==> config.mk <==
export PLATFORM = sky130hd
export DESIGN_NAME = sqvs_div
export DESIGN_NICKNAME = d
export VERILOG_FILES = /design/src/rtl/sprite_quad_vertex_setup_assert.svh /design/src/rtl/sqvs_pkg.sv /design/src/rtl/sqvs_div.sv
export SDC_FILE = /design/constraint.sdc
export NUM_CORES = 1
export LEC_CHECK = 0
export BUFFER_PORTS_ARGS = -buffer_cell sky130_fd_sc_hd__buf_2
export CAP_MARGIN = 25
export CELL_PAD_IN_SITES_DETAIL_PLACEMENT = 0
export CELL_PAD_IN_SITES_GLOBAL_PLACEMENT = 1
export CORE_MARGIN = 4
export CORE_UTILIZATION = 53
export CTS_BUF_LIST = sky130_fd_sc_hd__clkbuf_16
export CTS_CLUSTER_SIZE = 20
export DETAILED_ROUTE_END_ITERATION = 7
export HOLD_SLACK_MARGIN = 0.1
export PLACE_DENSITY = 0.91
export SYNTH_ARGS = -nofsm -noshare
export SYNTH_HDL_FRONTEND = slang
export SYNTH_SLANG_ARGS = --single-unit
==> constraint.sdc <==
create_clock -name clk -period 17.5 [get_ports clk]
set_input_delay 1.75 -clock clk [delete_from_list [all_inputs] [get_ports clk]]
set_output_delay 1.75 -clock clk [all_outputs]
set_load 0.02 [all_outputs]
==> src/rtl/sprite_quad_vertex_setup_assert.svh <==
// Assertion helpers for the sprite quad setup block.
// Both sample on clk and are disabled while rst is high.
`ifndef SPRITE_QUAD_VERTEX_SETUP_ASSERT_SVH
`define SPRITE_QUAD_VERTEX_SETUP_ASSERT_SVH

// same-cycle implication
`define SQVS_ASSERT_NOW(label, ante, cons) \
  label: assert property (@(posedge clk) disable iff (rst) (ante) |-> (cons)) \
    else $error("sqvs: same-cycle check failed");

// next-cycle implication
`define SQVS_ASSERT_NEXT(label, ante, cons) \
  label: assert property (@(posedge clk) disable iff (rst) (ante) |=> (cons)) \
    else $error("sqvs: next-cycle check failed");

`endif

==> src/rtl/sqvs_pkg.sv <==
`default_nettype none
package sqvs_pkg;

  localparam int POS_FRAC_BITS = 8;
  localparam int UV_FRAC_BITS  = 16;
  localparam int TRIG_BITS     = 16;
  localparam int POS_SHIFT     = TRIG_BITS - 1 - POS_FRAC_BITS;

  // sin(pi/2 * x) Taylor coefficients, Q30
  localparam logic [31:0] K1 = 32'd1686629713;
  localparam logic [31:0] K3 = 32'd693598668;
  localparam logic [31:0] K5 = 32'd85569307;
  localparam logic [31:0] K7 = 32'd5026995;
  localparam logic [31:0] K9 = 32'd172272;
  localparam logic [30:0] Q30_ONE = 31'h4000_0000;

  localparam int DIV_STAGES = 6;
  localparam int DIV_STEPS  = 3;
  localparam int SIDE_DELAY = 7;  // trig and divider latency

  typedef enum logic [2:0] {
    REG_TEX_WIDTH   = 3'd0,
    REG_TEX_HEIGHT  = 3'd1,
    REG_VIEW_WIDTH  = 3'd2,
    REG_VIEW_HEIGHT = 3'd3,
    REG_TEX_ALPHA   = 3'd4
  } reg_index_t;

  typedef enum logic [1:0] {
    CORNER_TL = 2'd0,
    CORNER_TR = 2'd1,
    CORNER_BR = 2'd2,
    CORNER_BL = 2'd3
  } corner_t;

  typedef struct packed {
    logic              emit;
    logic signed [16:0] dw;
    logic signed [16:0] dh;
    logic signed [18:0] cx;
    logic signed [18:0] cy;
    logic [1:0]        flip;
    logic [31:0]       col;
  } side_t;

  typedef struct packed {
    logic              valid;
    side_t             side;
    logic signed [15:0] c;
    logic signed [15:0] s;
    logic [16:0]       u0;
    logic [16:0]       u1;
    logic [16:0]       v0;
    logic [16:0]       v1;
  } quad_t;

  typedef struct packed {
    logic [14:0] rem;
    logic        q;
  } div_step_t;

  // one restoring step: shift in a bit, subtract if it fits
  function automatic div_step_t div_step(logic [14:0] rem, logic b, logic [14:0] den);
    logic [15:0] r2;
    div_step_t   res;
    r2 = {rem, b};
    if (r2 >= {1'b0, den}) begin
      res.rem = 15'(r2 - {1'b0, den});
      res.q   = 1'b1;
    end else begin
      res.rem = r2[14:0];
      res.q   = 1'b0;
    end
    return res;
  endfunction

endpackage
`default_nettype wire

==> src/rtl/sqvs_div.sv <==
`default_nettype none
// Pipelined restoring divider, 3 quotient bits per stage plus output register.
// Requires num >> 17 < den; quotient low 17 bits out.
module sqvs_div import sqvs_pkg::*; (
  input  wire logic        clk,
  input  wire logic [30:0] num,
  input  wire logic [14:0] den,
  output logic [16:0]      q
);

  localparam int WORK_BITS = DIV_STAGES * DIV_STEPS;

  logic [14:0]          rem  [0:DIV_STAGES];
  logic [WORK_BITS-1:0] work [0:DIV_STAGES];
  logic [14:0]          dv   [0:DIV_STAGES];

  assign rem[0]  = {2'b00, num[30:WORK_BITS]};
  assign work[0] = num[WORK_BITS-1:0];
  assign dv[0]   = den;

  for (genvar g = 0; g < DIV_STAGES; g++) begin : g_stage
    logic [14:0]          rem_next;
    logic [WORK_BITS-1:0] work_next;
    div_step_t            st;
    always_comb begin
      rem_next  = rem[g];
      work_next = work[g];
      st        = '0;
      for (int i = 0; i < DIV_STEPS; i++) begin
        st        = div_step(rem_next, work_next[WORK_BITS-1], dv[g]);
        rem_next  = st.rem;
        work_next = {work_next[WORK_BITS-2:0], st.q};
      end
    end
    always_ff @(posedge clk) begin
      rem[g+1]  <= rem_next;
      work[g+1] <= work_next;
      dv[g+1]   <= dv[g];
    end
  end

  always_ff @(posedge clk) begin
    q <= work[DIV_STAGES][16:0];
  end

endmodule
`default_nettype wire

==> results.md <==
* Worst setup margin at just over 8 ns
* Synth top area share at 26.64%
* Post-synthesis xor/xnor area fraction at around 7.7%
* Post-CTS setup buffers at 0
* Pin count of the biggest net entering global routing at 26
* Sequential cell area at roughly 0.0054 mm2
* Fill count at approximately 3,400
* Final Cycle Share at 53.84%
* DP Wirelength at between 40 and 50 mm
* Die ar. at 0.04134 mm2
* Worst min-delay path class: reg -> reg
* Syn Std Cell Area at approximately 0.020 mm2
* Max-Cap Viols at 0
* Cell taking the most area after synthesis: dfxtp_1
* Setup TNS at 0 ns
* Number of diodes at 0
* Portion of netlist area occupied by mux cells at 7.575%
* Worst-skew pair later-pin latency at between 0.5 and 0.6 ns
* Most used flip-flop cell after synthesis: dfxtp_1
* Main combinational cell family by area after synthesis: compound AO/OA/AOI/OAI gates
* IO Pins at 64
* Initial antenna violation count at 0
* Syn-to-layout area delta at 9.333%
* Final WL at 52.03 mm
* Drt first pass iters at 6
* CP max stage delay at 0.70 ns
* Most frequent cells in the layout: ha_1, dfxtp_1, inv_1
* Syn_area_per_cell at just under 9 um2
* Crit Path Max Fanout at 25
* Row count at between 70 and 80
* Placed Instances at 2,880
* Async set-or-reset flop fraction in the synthesized netlist at 0%
* Post_cts resized at 0
* Startpoint Class: register
* Post-synthesis compound-gate area fraction at a little over a fifth
* Die W at just over 200 um
* Max-slew headroom at 33.52%
* Total track usage at about a quarter
* RePlAce Congestion at approximately 0.94
* Final setup violating endpoints at 0
* Clk root buf: clkbuf_16
* RSZ-0062 raised after global routing: false
* Buffers on Ports at 63
* Antenna viol nets, final at 0
* Final Hold Viols at 0
* Clock skew at 0.01803 ns
* Clock Path Buffers at 3
* Required time worst endpoint at ~18 ns
* Adder-cell share of the synthesized area at 18.33%
* Via Count at about 17,000
* Tightest Pin Transition at 0.9973 ns
* Mapped Nets at between 2,000 and 3,000
* Synthesis Warnings at 0
* CTS tree: done
* Starting Density at 53.68%
* FMAX at between 100 and 150 MHz
* Reg clk slew, reported paths at 0.06 ns
* Max-slew violations at 0
* Area contributors post-synth: dfxtp_1, ha_1, a21oi_1
* Gate Count Post-Synth at approximately 2,300
* DRT iter0 DRCs at roughly 900
* Cell variety after synth at 87
* Sequential area share after synthesis at a little over a quarter
* Hold buffers post-CTS at 0
* Pre-CTS setup slack at approximately 8.0 ns
* Vias in the first global route at about 17,000
* Crit end category: register
* Status: completed
* Die height at approximately 200 um
* Global-route wire length before repair at 84.49 mm
* Post-synth EDFFs at 0
* DRC errors left at 0
* Multi-input gate area at between 0.01 and 0.015 mm2
* Critical path arrival at around 9.9 ns
* CTS Buf Count at 31
* Crit Path Category: reg -> reg
* Most used cell, CP: ha_1
* Simple-Gate Fraction of Synth Area at around 14%
* Core Region at approximately 0.038 mm2
* Yosys reg bits at about 270
* Final non-filler cell total at about 3,000
* Clk sinks at between 200 and 300
* Crit path time final at 9.422 ns
* Total gr overflow at 0
* Layout cell share with drive strength beyond 1 at under 10%
* Via/cell ratio at a little under 6
* Slowest-stage cell, CP: o21a_1
* Final #Nets at roughly 2,700
* WL per Instance at between 15 and 20 um
* Clock H-tree levels at 1
-- area by class of cell --
class                           instances  share of cell area [%]
Clock buffer                           31                   3.509
Clock inverter                         27                   1.058
Inverter                              191                   3.243
Multi-Input combinational cell       1836                   63.17
Sequential cell                       269                   24.36
Tap cell                              511                   2.892
Timing Repair Buffer                   73                   1.766
-- registers in the layout, indices dropped and copies added, names as in the netlist --
register,count
dv,75
g_stage.work_next,70
q,17
rem,75
work,32
-- per-stage QoR --
stage	hold slack, ns	utilization (%)	area [um2]
CTS	0.3262	58.69	22110
detailed placement	0.3121	56.01	21100
floorplan	0.3096	-	20220
global placement	0.3095	56.01	21100
global route	0.3296	58.69	22110
finish	0.3236	58.69	22110
-- cell usage after synthesis (7+ instances only) --
cell type    n
xnor2_1    107
and2_1       8
o211ai_1    19
a211oi_1    18
a211o_1      9
o21bai_1    16
a31oi_1     10
o22a_1       9
mux2_4       7
or2_2       13
o31a_1      15
nand2b_1    37
clkbuf_1    25
nand2_1    140
and3_1       9
o31ai_1     19
nand3_1     34
inv_1      184
buf_2        8
nand4_1     44
a21oi_1    188
o21ai_1     34
ha_1       269
nor2b_1     40
nor4_1      12
nor3_1      38
mux2_2      67
dfxtp_1    269
or3_1       16
mux2_1      23
xor2_1      70
o221ai_1    18
fa_1        17
nor2_1     156
mux2i_1     39
a41oi_1      7
inv_2        7
o21ai_0    113
o21a_1      54
a21o_1      64
-- final timing paths --
check	from	to	slack, ns	depth (start not counted)
setup / recovery	dv[45]	rem[37]	8.08	31
hold reg to reg	g_stage[1].work_next[15]	work[87]	0.32	0
setup reg to reg	dv[45]	rem[37]	8.08	31
hold / removal	g_stage[1].work_next[15]	work[87]	0.32	0
-- worst max-delay path, delay by kind of cell (launching register included) --
kind / cells / cell delay (ns)
AO/OA/AOI/OAI: 14 / 4.32
AND/OR/NAND/NOR: 9 / 2.36
adder cells (fa/ha/maj): 4 / 1.30
multiplexers: 1 / 0.45
flip-flops: 1 / 0.44
buffers and inverters: 3 / 0.41
-- cell families (layout without fill, tap and decap cells) --
family,after synthesis,after routing
buf+inv,228,322
compound gates,665,665
mux,137,137
simple gates,571,571
fa+ha+maj,286,286
xor+xnor,177,177
flops,269,269
-- routing by layer --
layer  vias up  routed length [um]  GRT usage (%)
met1      7937               21820          29.37
met5         -                   0              0
met2       457               25470          44.86
li1       8629                   -              -
met4         0                2251          10.09
met3       149                2477          2.894
Power is left out: the tool's default activity adds up to more than one toggle a clock period on the data nets, which glitch-free logic cannot reach.
