[src/rtl/sprite_quad_vertex_setup_assert.svh]
// Assertion helpers for the sprite quad setup block.
// Both sample on clk and are disabled while rst is high.
`ifndef SPRITE_QUAD_VERTEX_SETUP_ASSERT_SVH
`define SPRITE_QUAD_VERTEX_SETUP_ASSERT_SVH

// same-cycle implication
`define SQVS_ASSERT_NOW(label, ante, cons) \
  label: assert property (@(posedge clk) disable iff (rst) (ante) |-> (cons)) \
    else $error("sqvs: same-cycle check failed");

// next-cycle implication
`define SQVS_ASSERT_NEXT(label, ante, cons) \
  label: assert property (@(posedge clk) disable iff (rst) (ante) |=> (cons)) \
    else $error("sqvs: next-cycle check failed");

`endif

[src/rtl/sqvs_pkg.sv]
`default_nettype none
package sqvs_pkg;

  localparam int POS_FRAC_BITS = 8;
  localparam int UV_FRAC_BITS  = 16;
  localparam int TRIG_BITS     = 16;
  localparam int POS_SHIFT     = TRIG_BITS - 1 - POS_FRAC_BITS;

  // sin(pi/2 * x) Taylor coefficients, Q30
  localparam logic [31:0] K1 = 32'd1686629713;
  localparam logic [31:0] K3 = 32'd693598668;
  localparam logic [31:0] K5 = 32'd85569307;
  localparam logic [31:0] K7 = 32'd5026995;
  localparam logic [31:0] K9 = 32'd172272;
  localparam logic [30:0] Q30_ONE = 31'h4000_0000;

  localparam int DIV_STAGES = 6;
  localparam int DIV_STEPS  = 3;
  localparam int SIDE_DELAY = 7;  // trig and divider latency

  typedef enum logic [2:0] {
    REG_TEX_WIDTH   = 3'd0,
    REG_TEX_HEIGHT  = 3'd1,
    REG_VIEW_WIDTH  = 3'd2,
    REG_VIEW_HEIGHT = 3'd3,
    REG_TEX_ALPHA   = 3'd4
  } reg_index_t;

  typedef enum logic [1:0] {
    CORNER_TL = 2'd0,
    CORNER_TR = 2'd1,
    CORNER_BR = 2'd2,
    CORNER_BL = 2'd3
  } corner_t;

  typedef struct packed {
    logic              emit;
    logic signed [16:0] dw;
    logic signed [16:0] dh;
    logic signed [18:0] cx;
    logic signed [18:0] cy;
    logic [1:0]        flip;
    logic [31:0]       col;
  } side_t;

  typedef struct packed {
    logic              valid;
    side_t             side;
    logic signed [15:0] c;
    logic signed [15:0] s;
    logic [16:0]       u0;
    logic [16:0]       u1;
    logic [16:0]       v0;
    logic [16:0]       v1;
  } quad_t;

  typedef struct packed {
    logic [14:0] rem;
    logic        q;
  } div_step_t;

  // one restoring step: shift in a bit, subtract if it fits
  function automatic div_step_t div_step(logic [14:0] rem, logic b, logic [14:0] den);
    logic [15:0] r2;
    div_step_t   res;
    r2 = {rem, b};
    if (r2 >= {1'b0, den}) begin
      res.rem = 15'(r2 - {1'b0, den});
      res.q   = 1'b1;
    end else begin
      res.rem = r2[14:0];
      res.q   = 1'b0;
    end
    return res;
  endfunction

endpackage
`default_nettype wire

[src/rtl/sqvs_quad_out.sv]
`default_nettype none
// Rotation products, then one vertex per cycle from a held quad.
module sqvs_quad_out import sqvs_pkg::*; (
  input  wire logic         clk,
  input  wire logic         rst,
  input  wire quad_t        quad,
  output logic              vertex_valid,
  output logic [1:0]        corner,
  output logic signed [31:0] pos_x,
  output logic signed [31:0] pos_y,
  output logic [16:0]       tex_u,
  output logic [16:0]       tex_v,
  output logic [31:0]       vertex_color,
  output logic              last
);

  // product stage
  logic               p_valid;
  logic signed [32:0] p_cdw, p_sdw, p_cdh, p_sdh;
  logic signed [39:0] p_bx, p_by;
  logic [1:0]         p_flip;
  logic [31:0]        p_col;
  logic [16:0]        p_u0, p_u1, p_v0, p_v1;

  // held quad
  logic signed [32:0] cdw, sdw, cdh, sdh;
  logic signed [39:0] bx, by;
  logic [1:0]         flip;
  logic [31:0]        col;
  logic [16:0]        u0, u1, v0, v1;
  logic [1:0]         k;
  logic               active;

  logic signed [39:0] base_x, base_y;
  logic               right, bottom, xpos, ypos;
  logic signed [39:0] cox, sox, coy, soy, px, py;

  always_comb begin
    base_x = 40'($signed({quad.side.cx, 14'b0})) + 40'sd64;
    base_y = 40'($signed({quad.side.cy, 14'b0})) + 40'sd64;
  end

  always_ff @(posedge clk) begin
    if (rst) begin
      p_valid <= 1'b0;
    end else begin
      p_valid <= quad.valid && quad.side.emit;
    end
    p_cdw  <= quad.c * quad.side.dw;
    p_sdw  <= quad.s * quad.side.dw;
    p_cdh  <= quad.c * quad.side.dh;
    p_sdh  <= quad.s * quad.side.dh;
    p_bx   <= base_x;
    p_by   <= base_y;
    p_flip <= quad.side.flip;
    p_col  <= quad.side.col;
    p_u0   <= quad.u0;
    p_u1   <= quad.u1;
    p_v0   <= quad.v0;
    p_v1   <= quad.v1;
  end

  always_ff @(posedge clk) begin
    if (p_valid) begin
      cdw  <= p_cdw;
      sdw  <= p_sdw;
      cdh  <= p_cdh;
      sdh  <= p_sdh;
      bx   <= p_bx;
      by   <= p_by;
      flip <= p_flip;
      col  <= p_col;
      u0   <= p_u0;
      u1   <= p_u1;
      v0   <= p_v0;
      v1   <= p_v1;
    end
  end

  always_ff @(posedge clk) begin
    if (rst) begin
      active <= 1'b0;
      k      <= CORNER_TL;
    end else if (p_valid) begin
      active <= 1'b1;
      k      <= CORNER_TL;
    end else if (active) begin
      active <= (k != CORNER_BL);
      k      <= k + 2'd1;
    end
  end

  // corner offset is +/-dw, +/-dh; flips swap the sign
  always_comb begin
    right  = (k == CORNER_TR) || (k == CORNER_BR);
    bottom = k[1];
    xpos   = right ^ flip[0];
    ypos   = bottom ^ flip[1];
    cox    = xpos ? 40'(cdw) : -40'(cdw);
    sox    = xpos ? 40'(sdw) : -40'(sdw);
    coy    = ypos ? 40'(cdh) : -40'(cdh);
    soy    = ypos ? 40'(sdh) : -40'(sdh);
    px     = cox - soy + bx;
    py     = sox + coy + by;
  end

  always_ff @(posedge clk) begin
    if (rst) begin
      vertex_valid <= 1'b0;
    end else begin
      vertex_valid <= active;
    end
    corner       <= k;
    pos_x        <= px[POS_SHIFT+31:POS_SHIFT];
    pos_y        <= py[POS_SHIFT+31:POS_SHIFT];
    tex_u        <= right ? u1 : u0;
    tex_v        <= bottom ? v1 : v0;
    vertex_color <= col;
    last         <= (k == CORNER_BL);
  end

endmodule
`default_nettype wire

[config.mk]
export PLATFORM = sky130hd
export DESIGN_NAME = sqvs_quad_out
export DESIGN_NICKNAME = d
export VERILOG_FILES = /design/src/rtl/sprite_quad_vertex_setup_assert.svh /design/src/rtl/sqvs_pkg.sv /design/src/rtl/sqvs_quad_out.sv
export SDC_FILE = /design/constraint.sdc
export NUM_CORES = 2
export LEC_CHECK = 0
export ABC_AREA = 1
export BUFFER_PORTS_ARGS = -buffer_cell sky130_fd_sc_hd__buf_2
export CORE_UTILIZATION = 50
export DETAILED_ROUTE_END_ITERATION = 8
export HOLD_SLACK_MARGIN = 0.12
export PLACE_DENSITY_LB_ADDON = 0.2
export SLEW_MARGIN = 25
export SYNTH_ARGS = -nofsm -noshare
export SYNTH_HDL_FRONTEND = slang
export SYNTH_SLANG_ARGS = --single-unit
[constraint.sdc]
create_clock -name clk -period 10.15 [get_ports clk]
set_input_delay 2.03 -clock clk [delete_from_list [all_inputs] [get_ports clk]]
set_output_delay 2.03 -clock clk [all_outputs]
set_load 0.005 [all_outputs]
==> metrics.txt <==
Setup WS post-layout 2125 ps; critical path arrival 8600 ps; Vias/cell 5.060; Antenna Nets Post-Route 0; DIE HEIGHT about 380 µm; crit start category input pin; clk buf depth 3; fin. max-slew vios 0; Syn Area/Cell 8.686 µm²; via count 51.89k; post-synthesis cell count 8125; f_max roughly 120 MHz; R2R setup slack 4190 ps; First-pass DRT Iterations 6; RSZ-0062 raised after global routing false; Reg clk slew, reported paths around 60 ps; first-pass GRT wire length 290600 µm; I/O Pins approximately 340; commonest non-fill, non-tap cell in the layout inv_1; Nets 10.12k; Yosys reg bits roughly 680; total CTS buffers 71; Overflow after GRT 0; area taken by multi-input logic gates 0.04510 mm²; post-CTS sizing 0; htree depth 3; clock period minus worst slack 8025 ps; Final Hold Violating Endpoints 0; fraction of layout instances using a drive strength above 1 0.07307; Hold Crit Class register to register; RR Endpoint pos_x[28]; setup violators final 0; Hold Crit Depth 0; Final Cycle Share 0.7906; Async SR Flop Fraction 0; Crit Path Max Fanout 15; TritonCTS clock tree yes; Clock Latency Late Sink 690 ps; clk sinks 682; # hold bufs at CTS 0; initial DRC count 3443; Mapped Nets between 9k and 10k; Synth Cell Area 0.07057 mm²; final core occ 0.5459; worst path required time ~11000 ps; area grow syn2layout 8.072%; detailed placement HPWL around 150000 µm; count of buffers from port buffering 343; Tot GR Track Use 0.2634; vias in the first global route 53.70k; Setup crit end p_sdw[23]; final instance area approximately 0.076 mm²; die area 0.1427 mm²; highest-count cells in the layout ignoring fill and taps inv_1, nand2_1, fa_1; DP Worst Slack 1651 ps; Root Driver clkbuf_16; Starting Density 0.5052; Die W 377.7 µm; register area share after synthesis 0.2320; status completed; drt total wl 182700 µm; Setup crit end kind register; Reg2Reg Depth 21; Final Wtd Congestion roughly 0.95; Crit Path Category input pin to register; Worst Max-Slew Pin Slew 1024 ps; Placed Instance Area roughly 0.074 mm²; ys flop type dfxtp_1; largest net degree at the start of global routing about 150; Register Area between 0.015 and 0.02 mm²; post-CTS setup buffers 0; DRC 0; Distinct cells, synth 68; Post-synth EDFFs 272; core area 0.1397 mm²; Setup TNS 0 ps; Syn. warnings 0; FP Rows about 140; worst reg2reg startpoint k[0]; Filler cells 13.00k; Worst Skew 46.15 ps; Wirelength per Cell approximately 18 µm; antenna violations before repair 13; CP Launch Point quad[83]; slew margin rel. 0.3172; Max-cap violations 0
[stage by stage]
step	hold slack, ps	cells
final	327.3	10260
after detailed placement	326.9	10120
after CTS	332.4	10250
after floorplan	323.3	8125
after global routing	338.6	10250
after global placement	323.6	10120
[cells in the mapped netlist (all sizes together) (9+ instances only)]
cell type | n | area (µm²)
nor2 | 453 | 1785
a21o | 34 | 255.2
or2 | 14 | 90.09
nand3 | 162 | 835.8
a21boi | 15 | 123.9
buf | 24 | 152.6
inv | 2152 | 8083
o211ai | 9 | 82.58
o21bai | 26 | 229.0
o21a | 11 | 83.83
fa | 1152 | 23060
nor4 | 17 | 118.9
nand4 | 46 | 325.3
xnor2 | 87 | 762.0
nand2 | 1817 | 6873
ha | 439 | 5493
clkbuf | 226 | 848.3
dfxtp | 410 | 8208
o21ai | 166 | 890.9
edfxtp | 272 | 8168
xor2 | 226 | 1979
a21oi | 228 | 1160
a31oi | 32 | 200.2
nor3 | 63 | 376.6
[state kept, by name, indices dropped and copies added (netlist names), 33 cells and up]
signal  cells
cdh        33
p_cdw      33
cdw        33
p_sdw      33
p_sdh      33
p_cdh      33
sdw        33
sdh        33
[logic make-up after synthesis]
family,count (synthesis),share of synthesized area
and+or+nand+nor,2587,0.1493
buffers and inverters,2405,0.1289
adders and majority gates,1591,0.4046
DFF,682,0.2320
AOI/OAI and AO/OA,547,0.04627
xor gates and xnor gates,313,0.03885
[critical path, cell delays in order]
cell and delay (ps):
buf_2 300, clkinv_1 690, buf_4 480, nor2_1 140
fa_1 450, fa_1 450, fa_1 530, fa_1 450
fa_1 500, inv_1 50, fa_1 470, inv_1 40
ha_1 340, nand2_1 70, inv_1 110, nand2_1 80
nor3_1 570, nand4_1 190, nand3_1 280, nand2_1 110
nand2_1 80, xor2_1 160
[final cells by class]
cell class / instances / area share
antenna: 5 / 0.0001641
clock buffer: 96 / 0.02667
clock inverter: 36 / 0.005020
inverter: 2155 / 0.1061
multi-input combinational: 5038 / 0.5913
sequential: 682 / 0.2148
tap: 1876 / 0.03078
timing repair buffer: 368 / 0.02513
[layer usage]
| layer | wire [µm] | global-route usage | share of wire | vias to the layer above |
|---|---|---|---|---|
| met5 | 168 | 0.003774 | 0.00092 | - |
| met4 | 4499 | 0.07317 | 0.025 | 18 |
| met3 | 15120 | 0.05149 | 0.083 | 279 |
| met2 | 81610 | 0.4117 | 0.45 | 1749 |
| met1 | 81320 | 0.3718 | 0.45 | 25600 |
| li1 | - | - | - | 24240 |
[worst min path at each step]
stage,to,start
2_1_floorplan,vertex_color[0],col[0]
4_1_cts,vertex_color[20],col[20]
5_1_grt,vertex_color[20],col[20]
3_3_place_gp,vertex_color[19],col[19]
3_5_place_dp,vertex_color[19],col[19]
6_report,vertex_color[20],col[20]
Power is left out: the tool's default activity adds up to more than one toggle a clock period on the data nets, which glitch-free logic cannot reach.
